===== src/hdl/swtr_pkg.sv =====
// -----------------------------------------------------------------------------
// swtr_pkg
// Types and constants shared by the SPI write-then-read engine.
// -----------------------------------------------------------------------------
package swtr_pkg;

    localparam int BUFFER_BYTES_DEF = 128;
    localparam int PACKET_BYTES_DEF = 4;

    localparam int BYTE_W = 8;
    localparam int BIT_W  = 3;

    // read count saturates here
    localparam logic [BYTE_W-1:0] READ_LIMIT = 8'd128;

    localparam logic [1:0] ACT_PUSH  = 2'd0;
    localparam logic [1:0] ACT_START = 2'd1;
    localparam logic [1:0] ACT_TICK  = 2'd2;

    localparam logic [BIT_W-1:0] LAST_BIT = 3'd7;

    typedef struct packed {
        logic [1:0]        action;
        logic [BYTE_W-1:0] write_byte;
        logic [BYTE_W-1:0] read_count;
        logic              miso_bit;
    } t_req;

    typedef struct packed {
        logic              mosi_bit;
        logic              select_active;
        logic [BYTE_W-1:0] read_byte;
        logic              read_byte_valid;
        logic              packet_end;
        logic              transfer_done;
        logic              error_flag;
    } t_rsp;

endpackage


===== src/hdl/swtr_if.sv =====
// -----------------------------------------------------------------------------
// swtr request / response channels
// Valid-ready channels carrying the engine's request and response payloads.
// -----------------------------------------------------------------------------
interface swtr_req_if;
    logic            valid;
    logic            ready;
    swtr_pkg::t_req  data;

    modport source (output valid, output data, input ready);
    modport sink   (input valid, input data, output ready);
endinterface

interface swtr_rsp_if;
    logic            valid;
    logic            ready;
    swtr_pkg::t_rsp  data;

    modport source (output valid, output data, input ready);
    modport sink   (input valid, input data, output ready);
endinterface


===== src/hdl/swtr_wbuf.sv =====
// -----------------------------------------------------------------------------
// swtr_wbuf
// Write byte buffer: one write port, one read port, registered read data.
// -----------------------------------------------------------------------------
module swtr_wbuf #(
    parameter int DEPTH  = swtr_pkg::BUFFER_BYTES_DEF,
    parameter int ADDR_W = $clog2(DEPTH)
) (
    input  logic                      i_clk,
    input  logic                      i_we,
    input  logic [ADDR_W-1:0]         i_waddr,
    input  logic [swtr_pkg::BYTE_W-1:0] i_wdata,
    input  logic                      i_re,
    input  logic [ADDR_W-1:0]         i_raddr,
    output logic [swtr_pkg::BYTE_W-1:0] o_rdata
);

    logic [swtr_pkg::BYTE_W-1:0] r_mem [DEPTH];
    logic [swtr_pkg::BYTE_W-1:0] r_rdata;

    always_ff @(posedge i_clk) begin
        if (i_we) begin
            r_mem[i_waddr] <= i_wdata;
        end
    end

    // read data holds until the next read
    always_ff @(posedge i_clk) begin
        if (i_re) begin
            r_rdata <= r_mem[i_raddr];
        end
    end

    assign o_rdata = r_rdata;

endmodule


===== src/hdl/spi_write_then_read_engine_unit.sv =====
// -----------------------------------------------------------------------------
// spi_write_then_read_engine_unit
// Half-duplex SPI master sequencer: buffered write bytes, then read bytes.
// -----------------------------------------------------------------------------
//  channel   dir  handshake          payload
//  i_req     in   valid / ready      action, write_byte, read_count, miso_bit
//  o_rsp     out  valid / ready      mosi_bit ... error_flag, one per request
//
//  One request per cycle sustained unless o_rsp stalls; each response is held in
//  the first stage, then the output register. Control state updates at accept;
//  the buffer read issued then returns next cycle for mosi_bit in stage two.
//  Reset (synchronous, active low) clears counters and both stage valids;
//  buffer contents are undefined until pushed.
//  A stalled o_rsp holds the second stage, then the first, then i_req.ready.
// -----------------------------------------------------------------------------
module spi_write_then_read_engine_unit #(
    parameter int BUFFER_BYTES = swtr_pkg::BUFFER_BYTES_DEF,
    parameter int PACKET_BYTES = swtr_pkg::PACKET_BYTES_DEF
) (
    input  logic              i_clk,
    input  logic              i_rst_n,
    swtr_req_if.sink          i_req,
    swtr_rsp_if.source        o_rsp
);

    localparam int CNT_W  = $clog2(BUFFER_BYTES + 1);
    localparam int ADDR_W = $clog2(BUFFER_BYTES);
    localparam int PKT_W  = $clog2(PACKET_BYTES + 1);
    localparam int BYTE_W = swtr_pkg::BYTE_W;
    localparam int BIT_W  = swtr_pkg::BIT_W;

    // transaction state
    logic [CNT_W-1:0]  r_wtotal, n_wtotal;
    logic [CNT_W-1:0]  r_wpos,   n_wpos;
    logic [BYTE_W-1:0] r_reads,  n_reads;
    logic [BIT_W-1:0]  r_bitpos, n_bitpos;
    logic [PKT_W-1:0]  r_pkt,    n_pkt;
    logic [BYTE_W-1:0] r_rshift, n_rshift;
    logic              r_busy,   n_busy;

    // first stage: waits for buffer read data
    logic              r_a_valid;
    swtr_pkg::t_rsp    r_a_rsp;
    logic              r_a_wr;
    logic [BIT_W-1:0]  r_a_bit;
    swtr_pkg::t_rsp    n_a_rsp;
    logic              n_a_wr;

    // output register
    logic              r_o_valid;
    swtr_pkg::t_rsp    r_o_rsp;
    swtr_pkg::t_rsp    n_o_rsp;

    logic              advance;
    logic              accept;
    logic              buf_we;
    logic              buf_re;
    logic [BYTE_W-1:0] buf_rdata;
    logic [BYTE_W-1:0] rcount_sat;
    logic              writing;

    assign advance = r_a_valid && (!r_o_valid || o_rsp.ready);
    assign i_req.ready = !r_a_valid || advance;
    assign accept = i_req.valid && i_req.ready;

    assign rcount_sat = (i_req.data.read_count > swtr_pkg::READ_LIMIT) ?
                        swtr_pkg::READ_LIMIT : i_req.data.read_count;
    assign writing = r_wpos < r_wtotal;

    always_comb begin
        n_wtotal = r_wtotal;
        n_wpos   = r_wpos;
        n_reads  = r_reads;
        n_bitpos = r_bitpos;
        n_pkt    = r_pkt;
        n_rshift = r_rshift;
        n_busy   = r_busy;
        n_a_rsp  = '0;
        n_a_wr   = 1'b0;
        buf_we   = 1'b0;
        buf_re   = 1'b0;

        case (i_req.data.action)
            swtr_pkg::ACT_PUSH: begin
                if (r_busy || (r_wtotal >= CNT_W'(BUFFER_BYTES))) begin
                    n_a_rsp.error_flag = 1'b1;
                end else begin
                    buf_we   = accept;
                    n_wtotal = r_wtotal + 1'b1;
                end
            end
            swtr_pkg::ACT_START: begin
                if (r_busy) begin
                    n_a_rsp.error_flag = 1'b1;
                end else begin
                    n_wpos   = '0;
                    n_bitpos = '0;
                    n_pkt    = '0;
                    n_rshift = '0;
                    n_reads  = rcount_sat;
                    if ((r_wtotal == '0) && (rcount_sat == '0)) begin
                        n_a_rsp.transfer_done = 1'b1;
                    end else begin
                        n_busy = 1'b1;
                    end
                end
            end
            swtr_pkg::ACT_TICK: begin
                if (!r_busy) begin
                    n_a_rsp.error_flag = 1'b1;
                end else begin
                    n_a_wr = writing;
                    buf_re = accept && writing;
                    if (!writing) begin
                        n_rshift = {r_rshift[BYTE_W-2:0], i_req.data.miso_bit};
                    end
                    if (r_bitpos == swtr_pkg::LAST_BIT) begin
                        n_bitpos = '0;
                        if (writing) begin
                            n_wpos = r_wpos + 1'b1;
                        end else begin
                            n_a_rsp.read_byte       = n_rshift;
                            n_a_rsp.read_byte_valid = 1'b1;
                            n_rshift = '0;
                            if (r_reads != '0) begin
                                n_reads = r_reads - 1'b1;
                            end
                        end
                        n_pkt = r_pkt + 1'b1;
                        if ((n_wpos >= r_wtotal) && (n_reads == '0)) begin
                            n_a_rsp.packet_end    = 1'b1;
                            n_a_rsp.transfer_done = 1'b1;
                            n_busy   = 1'b0;
                            n_wtotal = '0;
                            n_wpos   = '0;
                            n_pkt    = '0;
                        end else if (n_pkt >= PKT_W'(PACKET_BYTES)) begin
                            n_a_rsp.packet_end = 1'b1;
                            n_pkt = '0;
                        end
                    end else begin
                        n_bitpos = r_bitpos + 1'b1;
                    end
                end
            end
            default: begin
                n_a_rsp.error_flag = 1'b1;
            end
        endcase

        n_a_rsp.select_active = n_busy;
    end

    always_ff @(posedge i_clk) begin
        if (!i_rst_n) begin
            r_wtotal <= '0;
            r_wpos   <= '0;
            r_reads  <= '0;
            r_bitpos <= '0;
            r_pkt    <= '0;
            r_rshift <= '0;
            r_busy   <= 1'b0;
        end else if (accept) begin
            r_wtotal <= n_wtotal;
            r_wpos   <= n_wpos;
            r_reads  <= n_reads;
            r_bitpos <= n_bitpos;
            r_pkt    <= n_pkt;
            r_rshift <= n_rshift;
            r_busy   <= n_busy;
        end
    end

    always_ff @(posedge i_clk) begin
        if (!i_rst_n) begin
            r_a_valid <= 1'b0;
        end else if (accept) begin
            r_a_valid <= 1'b1;
        end else if (advance) begin
            r_a_valid <= 1'b0;
        end
    end

    always_ff @(posedge i_clk) begin
        if (accept) begin
            r_a_rsp <= n_a_rsp;
            r_a_wr  <= n_a_wr;
            r_a_bit <= r_bitpos;
        end
    end

    // MSB first
    always_comb begin
        n_o_rsp = r_a_rsp;
        n_o_rsp.mosi_bit = r_a_wr && buf_rdata[swtr_pkg::LAST_BIT - r_a_bit];
    end

    always_ff @(posedge i_clk) begin
        if (!i_rst_n) begin
            r_o_valid <= 1'b0;
        end else if (advance) begin
            r_o_valid <= 1'b1;
        end else if (o_rsp.ready) begin
            r_o_valid <= 1'b0;
        end
    end

    always_ff @(posedge i_clk) begin
        if (advance) begin
            r_o_rsp <= n_o_rsp;
        end
    end

    assign o_rsp.valid = r_o_valid;
    assign o_rsp.data  = r_o_rsp;

    swtr_wbuf #(
        .DEPTH  (BUFFER_BYTES),
        .ADDR_W (ADDR_W)
    ) u_wbuf (
        .i_clk   (i_clk),
        .i_we    (buf_we),
        .i_waddr (r_wtotal[ADDR_W-1:0]),
        .i_wdata (i_req.data.write_byte),
        .i_re    (buf_re),
        .i_raddr (r_wpos[ADDR_W-1:0]),
        .o_rdata (buf_rdata)
    );

endmodule


===== src/flat_wrapper.sv =====
// flat-port wrapper written by rule: the top's interface ports become plain ports
module spi_write_then_read_engine_unit_flat 
#(
    parameter int BUFFER_BYTES = swtr_pkg::BUFFER_BYTES_DEF,
    parameter int PACKET_BYTES = swtr_pkg::PACKET_BYTES_DEF
)
  (i_clk, i_rst_n, i_req_valid, i_req_data, i_req_ready, o_rsp_valid, o_rsp_data, o_rsp_ready);
  swtr_req_if i_req_i ();
  swtr_rsp_if o_rsp_i ();
  input  logic i_clk;
  input  logic i_rst_n;
  input wire logic [$bits(i_req_i.valid)-1:0] i_req_valid;
  input wire logic [$bits(i_req_i.data)-1:0] i_req_data;
  output wire logic [$bits(i_req_i.ready)-1:0] i_req_ready;
  output wire logic [$bits(o_rsp_i.valid)-1:0] o_rsp_valid;
  output wire logic [$bits(o_rsp_i.data)-1:0] o_rsp_data;
  input wire logic [$bits(o_rsp_i.ready)-1:0] o_rsp_ready;
  assign i_req_i.valid = i_req_valid;
  assign i_req_i.data = i_req_data;
  assign i_req_ready = i_req_i.ready;
  assign o_rsp_valid = o_rsp_i.valid;
  assign o_rsp_data = o_rsp_i.data;
  assign o_rsp_i.ready = o_rsp_ready;
  spi_write_then_read_engine_unit #(.BUFFER_BYTES(BUFFER_BYTES), .PACKET_BYTES(PACKET_BYTES)) u_core (.i_clk(i_clk), .i_rst_n(i_rst_n), .i_req(i_req_i), .o_rsp(o_rsp_i));
endmodule

===== config.mk =====
export PLATFORM = sky130hd
export DESIGN_NAME = spi_write_then_read_engine_unit_flat
export DESIGN_NICKNAME = d
export VERILOG_FILES = /design/src/hdl/swtr_pkg.sv /design/src/hdl/swtr_if.sv /design/src/hdl/swtr_wbuf.sv /design/src/hdl/spi_write_then_read_engine_unit.sv /design/src/flat_wrapper.sv
export SDC_FILE = /design/constraint.sdc
export NUM_CORES = 1
export LEC_CHECK = 0
export BUFFER_PORTS_ARGS = -buffer_cell sky130_fd_sc_hd__buf_4
export CAP_MARGIN = 25
export CORE_ASPECT_RATIO = 2
export CORE_MARGIN = 2
export CORE_UTILIZATION = 55
export DETAILED_ROUTE_END_ITERATION = 12
export PLACE_DENSITY = 0.76
export SLEW_MARGIN = 40
export SYNTH_ARGS = -nofsm -noshare
export SYNTH_HDL_FRONTEND = slang
export SYNTH_HIERARCHICAL = 1
export SYNTH_SLANG_ARGS = --single-unit
export TNS_END_PERCENT = 30

===== constraint.sdc =====
create_clock -name i_clk -period 5.7 [get_ports i_clk]
set_input_delay 0.57 -clock i_clk [delete_from_list [all_inputs] [get_ports i_clk]]
set_output_delay 0.57 -clock i_clk [all_outputs]
set_load 0.02 [all_outputs]

# Word level (Yosys, flattened, before mapping)
# Memory sizes are Yosys's and may differ from the RTL's. A register that Yosys moved wholly into a read port is not among the register bits.
# Cells that the tools add are included.
dict set report totals {
  output_inout_bits 16
  word_cells 143
  regBits 72
  inputBits 23
  memories 1
  ram_bits 1024
}
dict set report classes {
  magnitude_cmp 6
  bitwise_logic 3
  eq_ne 8
  addsub 6
  muxes 69
  reduce_logical 26
}
# memory words word_bits rd rd_ports_with_merged_regs write_ports line_no
set memory_table {}
lappend memory_table {u_core.u_wbuf.r_mem 128 8 1 1 1 swtr_wbuf.sv:18} ;# logic [swtr_pkg::BYTE_W-1:0] r_mem [DEPTH];
# cell n
set ops {}
lappend ops {{2-to-1 mux 8 bit} 25}
lappend ops {{case mux 8 bit (2 select lines)} 4}
lappend ops {{2-to-1 mux 1 bit} 27}
lappend ops {{logical NOT 8 bit} 3}
lappend ops {{2-to-1 mux 3 bit} 7}
lappend ops {{adder 8 x 1 -> 8 bit (second input constant)} 2}
lappend ops {{case mux 3 bit (2 select lines)} 2}
lappend ops {{greater-or-equal comparator 8 bit} 1}
lappend ops {{greater-or-equal comparator 8 bit (second input constant)} 1}
lappend ops {{> comparator 8 bit (second input constant)} 1}
lappend ops {{< comparator 8 bit} 1}
lappend ops {{nonzero test 2 bit} 4}
lappend ops {{nonzero test 8 bit} 1}
lappend ops {{subtractor 8 x 1 -> 8 bit (second input constant)} 1}
lappend ops {{adder 3 x 1 -> 3 bit (second input constant)} 2}
lappend ops {{logical AND 1 bit} 6}
lappend ops {{inequality test 2 x 1 -> 1 bit (second input constant)} 3}
lappend ops {{AND reduction 6 bit} 1}
lappend ops {{AND reduction 5 bit} 1}
lappend ops {{< comparator 3 x 4 -> 1 bit (second input constant)} 1}
lappend ops {{inequality test 2 bit (second input constant)} 2}
lappend ops {{case mux 1 bit (2 select lines)} 2}
lappend ops {{AND reduction 4 bit} 1}
lappend ops {{OR reduction 4 bit} 1}
lappend ops {{other kinds (13)} 18}

# Logic depth before layout (Yosys ltp)
dict set report depth {
  ltp_word 12
  ltp_mapped 18
  mapped_depth_nobuf 16
}

# Cells and area by module
# The synthesis kept the hierarchy.
# mod area_each_um2 n_inst cells_each
set modules_own_cells {}
lappend modules_own_cells {swtr_wbuf 39745.6 1 1635}
lappend modules_own_cells {spi_write_then_read_engine_unit 3744.8 1 380}

# Worst setup path before layout
# Ideal clock, no wire load.
dict set report synth_path {
  path_type {flip-flop to flip-flop}
  from {register u_core.r_wtotal[1]}
  to {register u_core.r_wtotal[6]}
  required_ps 5634
  path_slack_ps 1674
  period_less_slack_ps 4026
  arrival_ps 3959
  n_path_buf 1
  stages_incl_launch_ff 17
  path_cell_list {dfxtp_1 -> inv_1 -> ha_1 -> a2111oi_2 -> o21a_1 -> clkbuf_1 -> nand4_1 -> nor2_1 -> nor2b_1 -> or2_2 -> ha_1 -> nand2_1 -> o21a_1 -> nor3_1 -> a31oi_4 -> or4_4 -> a21oi_2}
}
dict set report synth_between {
  elab_chain_len 9
  elab_cells_between_ends 20
  cone_classes {add/sub (1); order compare (3); eq/ne (2); mux (10); reduce/logical (4)}
}
# item line_no
set synth_rtl {}
lappend synth_rtl {{from (decl)} spi_write_then_read_engine_unit.sv:33} ;# logic [CNT_W-1:0] r_wtotal, n_wtotal;
lappend synth_rtl {{from (signal assigned)} spi_write_then_read_engine_unit.sv:164} ;# r_wtotal <= n_wtotal;
lappend synth_rtl {{< comparator 8 bit} spi_write_then_read_engine_unit.sv:68} ;# assign writing = r_wpos < r_wtotal;
lappend synth_rtl {{2-to-1 mux 8 bit} spi_write_then_read_engine_unit.sv:119} ;# if (writing) begin
lappend synth_rtl {{2-to-1 mux 8 bit} spi_write_then_read_engine_unit.sv:117} ;# if (r_bitpos == swtr_pkg::LAST_BIT) begin
lappend synth_rtl {{2-to-1 mux 8 bit} spi_write_then_read_engine_unit.sv:109} ;# if (!r_busy) begin
lappend synth_rtl {{2-to-1 mux 8 bit} spi_write_then_read_engine_unit.sv:83} ;# case (i_req.data.action)
lappend synth_rtl {{greater-or-equal comparator 8 bit or logical NOT 8 bit (tied branches)} spi_write_then_read_engine_unit.sv:130} ;# if ((n_wpos >= r_wtotal) && (n_reads == '0)) begin
lappend synth_rtl {{logical AND 1 bit} spi_write_then_read_engine_unit.sv:130}
lappend synth_rtl {{inequality test 2 x 1 -> 1 bit (no source line)} --}
lappend synth_rtl {{AND reduction 6 bit (no source line)} --}
# Parallel ways exist; a longest one is shown, timed or not. The select of a mux whose other input is x is not followed.
# A chain may end at the register's enable or synchronous reset.

# Worst setup path after layout
dict set report layout_path {
  from {register u_core.r_wtotal[1]}
  to {register u_core.r_wtotal[7]}
}
# Same word-level chain as after synthesis.

==> flow_metrics.py <==
metrics = {
    "outcome": {
        "status": "completed",
    },
    "worst_hold_path": {
        "hold_path.class": "input pin to register",
        "hold_depth": 3,
        "holdPathEnd": "u_core/r_a_valid$_SDFFE_PN0P_",
        "hp-start": "i_req_valid",
    },
    "clock_network": {
        "cts_root_buf": "clkbuf_16",
        "postCtsHoldBufs": 0,
        "cts.sink_count": 1103,
        "path_clk_slew_ps": 70,
        "cts_tree": "built",
        "cts_setup_buffers": 0,
        "h-tree-depth": 3,
        "insertion_delay_ps": 670,
        "cts_buffers": 86,
        "clockBufferDepth": 3,
        "cts_resized": 0,
    },
    "floorplanning": {
        "start_util_pct": 55.6,
        "die_w_um": 203,
        "rows": 145,
        "die_y_um": 402,
        "pin_count": 39,
        "fp.dieArea_sq_mm": 0.0815,
        "fp.coreArea_sq_mm": 0.0782,
    },
    "logic_synthesis": {
        "syn-cell-area_sq_mm": 0.0435,
        "ys_warn_count": 6,
        "syn_nets": 2065,
        "synth_cell_type_count": 62,
        "syn_inst": 2015,
        "syn-mean-instance-area_sq_um": 21.6,
        "netlist_top_cells_area": "edfxtp_1 (73%), mux4_2 (18%), dfxtp_1 (1.8%)",
        "synth-edff-count": 1063,
        "synth_top_area_share_pct": 73.4,
        "synth_ff_type": "edfxtp_1",
        "seq_area_frac_synth_pct": 75.2,
        "synth_seq_cells": 1103,
        "synth_top_area_cell": "edfxtp_1",
        "synth_async_sr_flop_share_pct": 0,
    },
    "worst_setup_path": {
        "max_stage_delay_ps": 620,
        "cpMaxStageDelayCell": "o21a_1",
        "worstReg2RegStart": "u_core/r_wtotal[1]$_SDFFE_PN0P_",
        "path_max_fanout": 15,
        "cp_num_buf_inv": 1,
        "rr_worst_depth": 15,
        "crit_required_ps": 6240,
        "critPathKind": "register to register",
        "cp.arrival_ps": 5550,
        "cp-start-kind": "register",
        "endpoint_kind": "register",
        "critical-path-top-delay-family": "compound AO/OA/AOI/OAI gates",
        "path_cells": "inv_1, ha_1, a2111oi_2, o21a_1, nand4_1, nor2_1, nor2b_1, or2_2, ha_1, nand2_1, o21a_1, nor3_1, nand3_1, o31ai_2, a21oi_1",
        "r2r_end": "u_core/r_wtotal[7]$_SDFFE_PN0P_",
        "r2r_setup_slack_ps": 690,
    },
    "sta": {
        "rsz0062_at_grt": "false",
        "slew_viol_final": 0,
        "final.setup.tns_ps": 0,
        "max_freq_ghz": 0.200,
        "post-route-min-period_ps": 5010,
        "hold_viol": 0,
        "relSlewSlack_pct": 41.2,
        "setup_slack_ps": 690,
        "setup_viol": 0,
        "worst_slew_pin_slew_ps": 879,
        "fin_skew_ps": 29.0,
        "finalCritPeriodShare_pct": 87.9,
    },
    "final_layout": {
        "n_antenna_cell": 0,
        "nFillCells": 5106,
        "layout-drive-gt1-share_pct": 29.1,
        "final_util_pct": 61.3,
        "seq_area_sq_mm": 0.0327,
        "multiInputGateArea_sq_mm": 0.0104,
        "area_growth_pct": 10.2,
        "nets": 2133,
    },
    "detailed_routing": {
        "routed_wl_mm": 102,
        "dr.first_iter.drc_count": 2127,
        "wl_per_cell_um": 32.1,
        "drc": 0,
        "ant_nets": 0,
        "via_count": 20726,
        "first_pass_iters": 7,
        "route.detailed.vias_per_inst": 6.52,
    },
    "placement": {
        "gp_congestion": 0.923,
        "io_buffers": 38,
        "pre_cts_ws_ps": 811,
        "hpwl_mm": 63.3,
    },
    "power_and_ir_drop": {
        "power_w": 0.0151,
        "power_density_mw_per_mm2": 314,
        "ir_worst_vdd_v": 0.000206,
        "total_leakage_power_nw": 14.2,
    },
    "grt": {
        "grt_pass1_vias": 21867,
        "antenna_found_initial": 2,
        "grt_usage_pct": 25.7,
        "grt_pass1_wl_mm": 149,
        "grt_max_degree": 113,
        "grt-ovfl-total": 0,
    },
    "run": {
        "drv_cap": 0,
    },
}
[metal layers]
metal | share of wire [%] | GRT usage [%] | vias up
li1 | - | - | 8538
met1 | 31 | 27.5 | 10904
met2 | 56 | 47.2 | 1023
met3 | 6.1 | 3.44 | 259
met4 | 7.5 | 16.5 | 2
met5 | 0.012 | 0 | -
[worst register-to-register path, stage by stage (launching register included)]
cell	delay [ps]
dfxtp_1	550
inv_1	180
ha_1	350
a2111oi_2	480
o21a_1	620
nand4_1	270
nor2_1	200
nor2b_1	70
or2_2	300
ha_1	300
nand2_1	70
o21a_1	180
nor3_1	320
nand3_1	300
o31ai_2	580
a21oi_1	90
[cell usage in the layout, fill, tap and decap left out, types with 4 or more instances in the layout]
cell / count
mux2_2: 9
a32o_1: 6
nor3_1: 19
edfxtp_1: 1063
and3_1: 8
nand4_1: 8
clkbuf_8: 4
dfxtp_1: 36
xnor2_1: 6
clkbuf_16: 90
clkinv_2: 15
nor2_1: 114
dfxtp_4: 4
a211oi_1: 7
o21ai_0: 20
buf_16: 4
or3_2: 4
buf_12: 4
nand2b_1: 5
nand3_1: 15
or3_1: 6
inv_1: 17
nor4_1: 4
and2_1: 10
nor2b_1: 11
buf_6: 9
a22oi_1: 8
buf_4: 63
nand2_1: 45
mux4_2: 338
a21oi_1: 23
clkbuf_1: 21
clkinv_1: 17
clkinvlp_4: 4
nor2_2: 46
ha_1: 27
[sequential cells by signal (all words and copies together) (netlist names)]
name,count
u_core/r_pkt,3
u_core/r_busy,1
u_core/n_o_rsp,13
u_core/o_rsp.valid,1
u_core/r_a_valid,1
u_core/r_rshift,7
u_core/r_bitpos,3
u_core/r_reads,8
u_core/r_a_wr,1
u_core/u_wbuf/o_rdata,8
u_core/r_wpos,8
u_core/r_a_bit,3
u_core/r_wtotal,8
u_core/u_wbuf/r_mem,1024
u_core/o_rsp.data,14
[where the power goes]
| part | switching [W] | total, W | internal, W |
|---|---|---|---|
| Clock | 0.00276 | 0.00584 | 0.00308 |
| Sequential | 0.0000135 | 0.00890 | 0.00889 |
| Combinational | 0.000238 | 0.000320 | 0.0000819 |
[cells in the mapped netlist (2+ instances only)]
| cell type | n |
|---|---|
| nand2_1 | 48 |
| nand2b_1 | 5 |
| nand4_1 | 8 |
| dfxtp_1 | 40 |
| or3_1 | 6 |
| clkbuf_1 | 54 |
| o31ai_1 | 2 |
| a22oi_1 | 8 |
| or2_2 | 2 |
| a32o_1 | 6 |
| and3_1 | 8 |
| ha_1 | 27 |
| o21ai_0 | 21 |
| mux2_2 | 9 |
| mux4_2 | 338 |
| and2b_2 | 2 |
| o21a_1 | 3 |
| buf_4 | 11 |
| and2_1 | 10 |
| buf_6 | 2 |
| edfxtp_1 | 1063 |
| nor2b_1 | 12 |
| nor4b_1 | 3 |
| a21oi_1 | 23 |
| nor4_1 | 4 |
| or3_2 | 4 |
| or4_1 | 2 |
| buf_2 | 16 |
| nor3_1 | 21 |
| nor2_1 | 159 |
| xor2_1 | 2 |
| inv_1 | 19 |
| o211ai_1 | 3 |
| a211oi_1 | 7 |
| nand3_1 | 16 |
| xnor2_1 | 6 |
| or4_4 | 2 |
| a311oi_1 | 2 |
| buf_1 | 18 |
[final cells by class]
| class | count | area share [%] |
|---|---|---|
| tap | 1029 | 2.69 |
| multi-input combinational | 791 | 21.6 |
| timing repair buffer | 81 | 1.62 |
| clock inverter | 43 | 0.665 |
| clock buffer | 114 | 4.95 |
| inverter | 20 | 0.157 |
| sequential | 1103 | 68.3 |
[logic make-up (layout without fill, tap and decap cells)]
logic type,count (synthesis),count (layout),share of synthesized area [%]
xor gates and xnor gates,8,8,0.161
adders and majority gates,27,27,0.777
and+or+nand+nor,316,316,3.37
DFF,1103,1103,75.2
buffers and inverters,121,258,1.22
muxes,348,348,17.8
AOI/OAI and AO/OA,92,92,1.48
[stage by stage]
stage,cell area (sq um),hold slack (ps),instances
floorplan,43500,400,2015
global placement,44900,402,3019
detailed placement,45100,407,3021
CTS,47800,129,3178
global route,47900,164,3181
finish,47900,142,3181
[how the worst max path moves through the flow]
stage                                      end                       startpoint  slack [ps]  cells after the start
2_1_floorplan  u_core/r_wtotal[6]$_SDFFE_PN0P_  u_core/r_wtotal[1]$_SDFFE_PN0P_        1670                     16
3_3_place_gp   u_core/r_wtotal[2]$_SDFFE_PN0P_  u_core/r_wtotal[1]$_SDFFE_PN0P_         910                     15
3_5_place_dp   u_core/r_wtotal[7]$_SDFFE_PN0P_  u_core/r_wtotal[1]$_SDFFE_PN0P_         810                     15
4_1_cts        u_core/r_wtotal[7]$_SDFFE_PN0P_  u_core/r_wtotal[1]$_SDFFE_PN0P_         770                     15
5_1_grt        u_core/r_wtotal[3]$_SDFFE_PN0P_  u_core/r_wtotal[2]$_SDFFE_PN0P_         360                     15
6_report       u_core/r_wtotal[7]$_SDFFE_PN0P_  u_core/r_wtotal[1]$_SDFFE_PN0P_         690                     15
No activity file was read; power rests on OpenSTA's default activity.
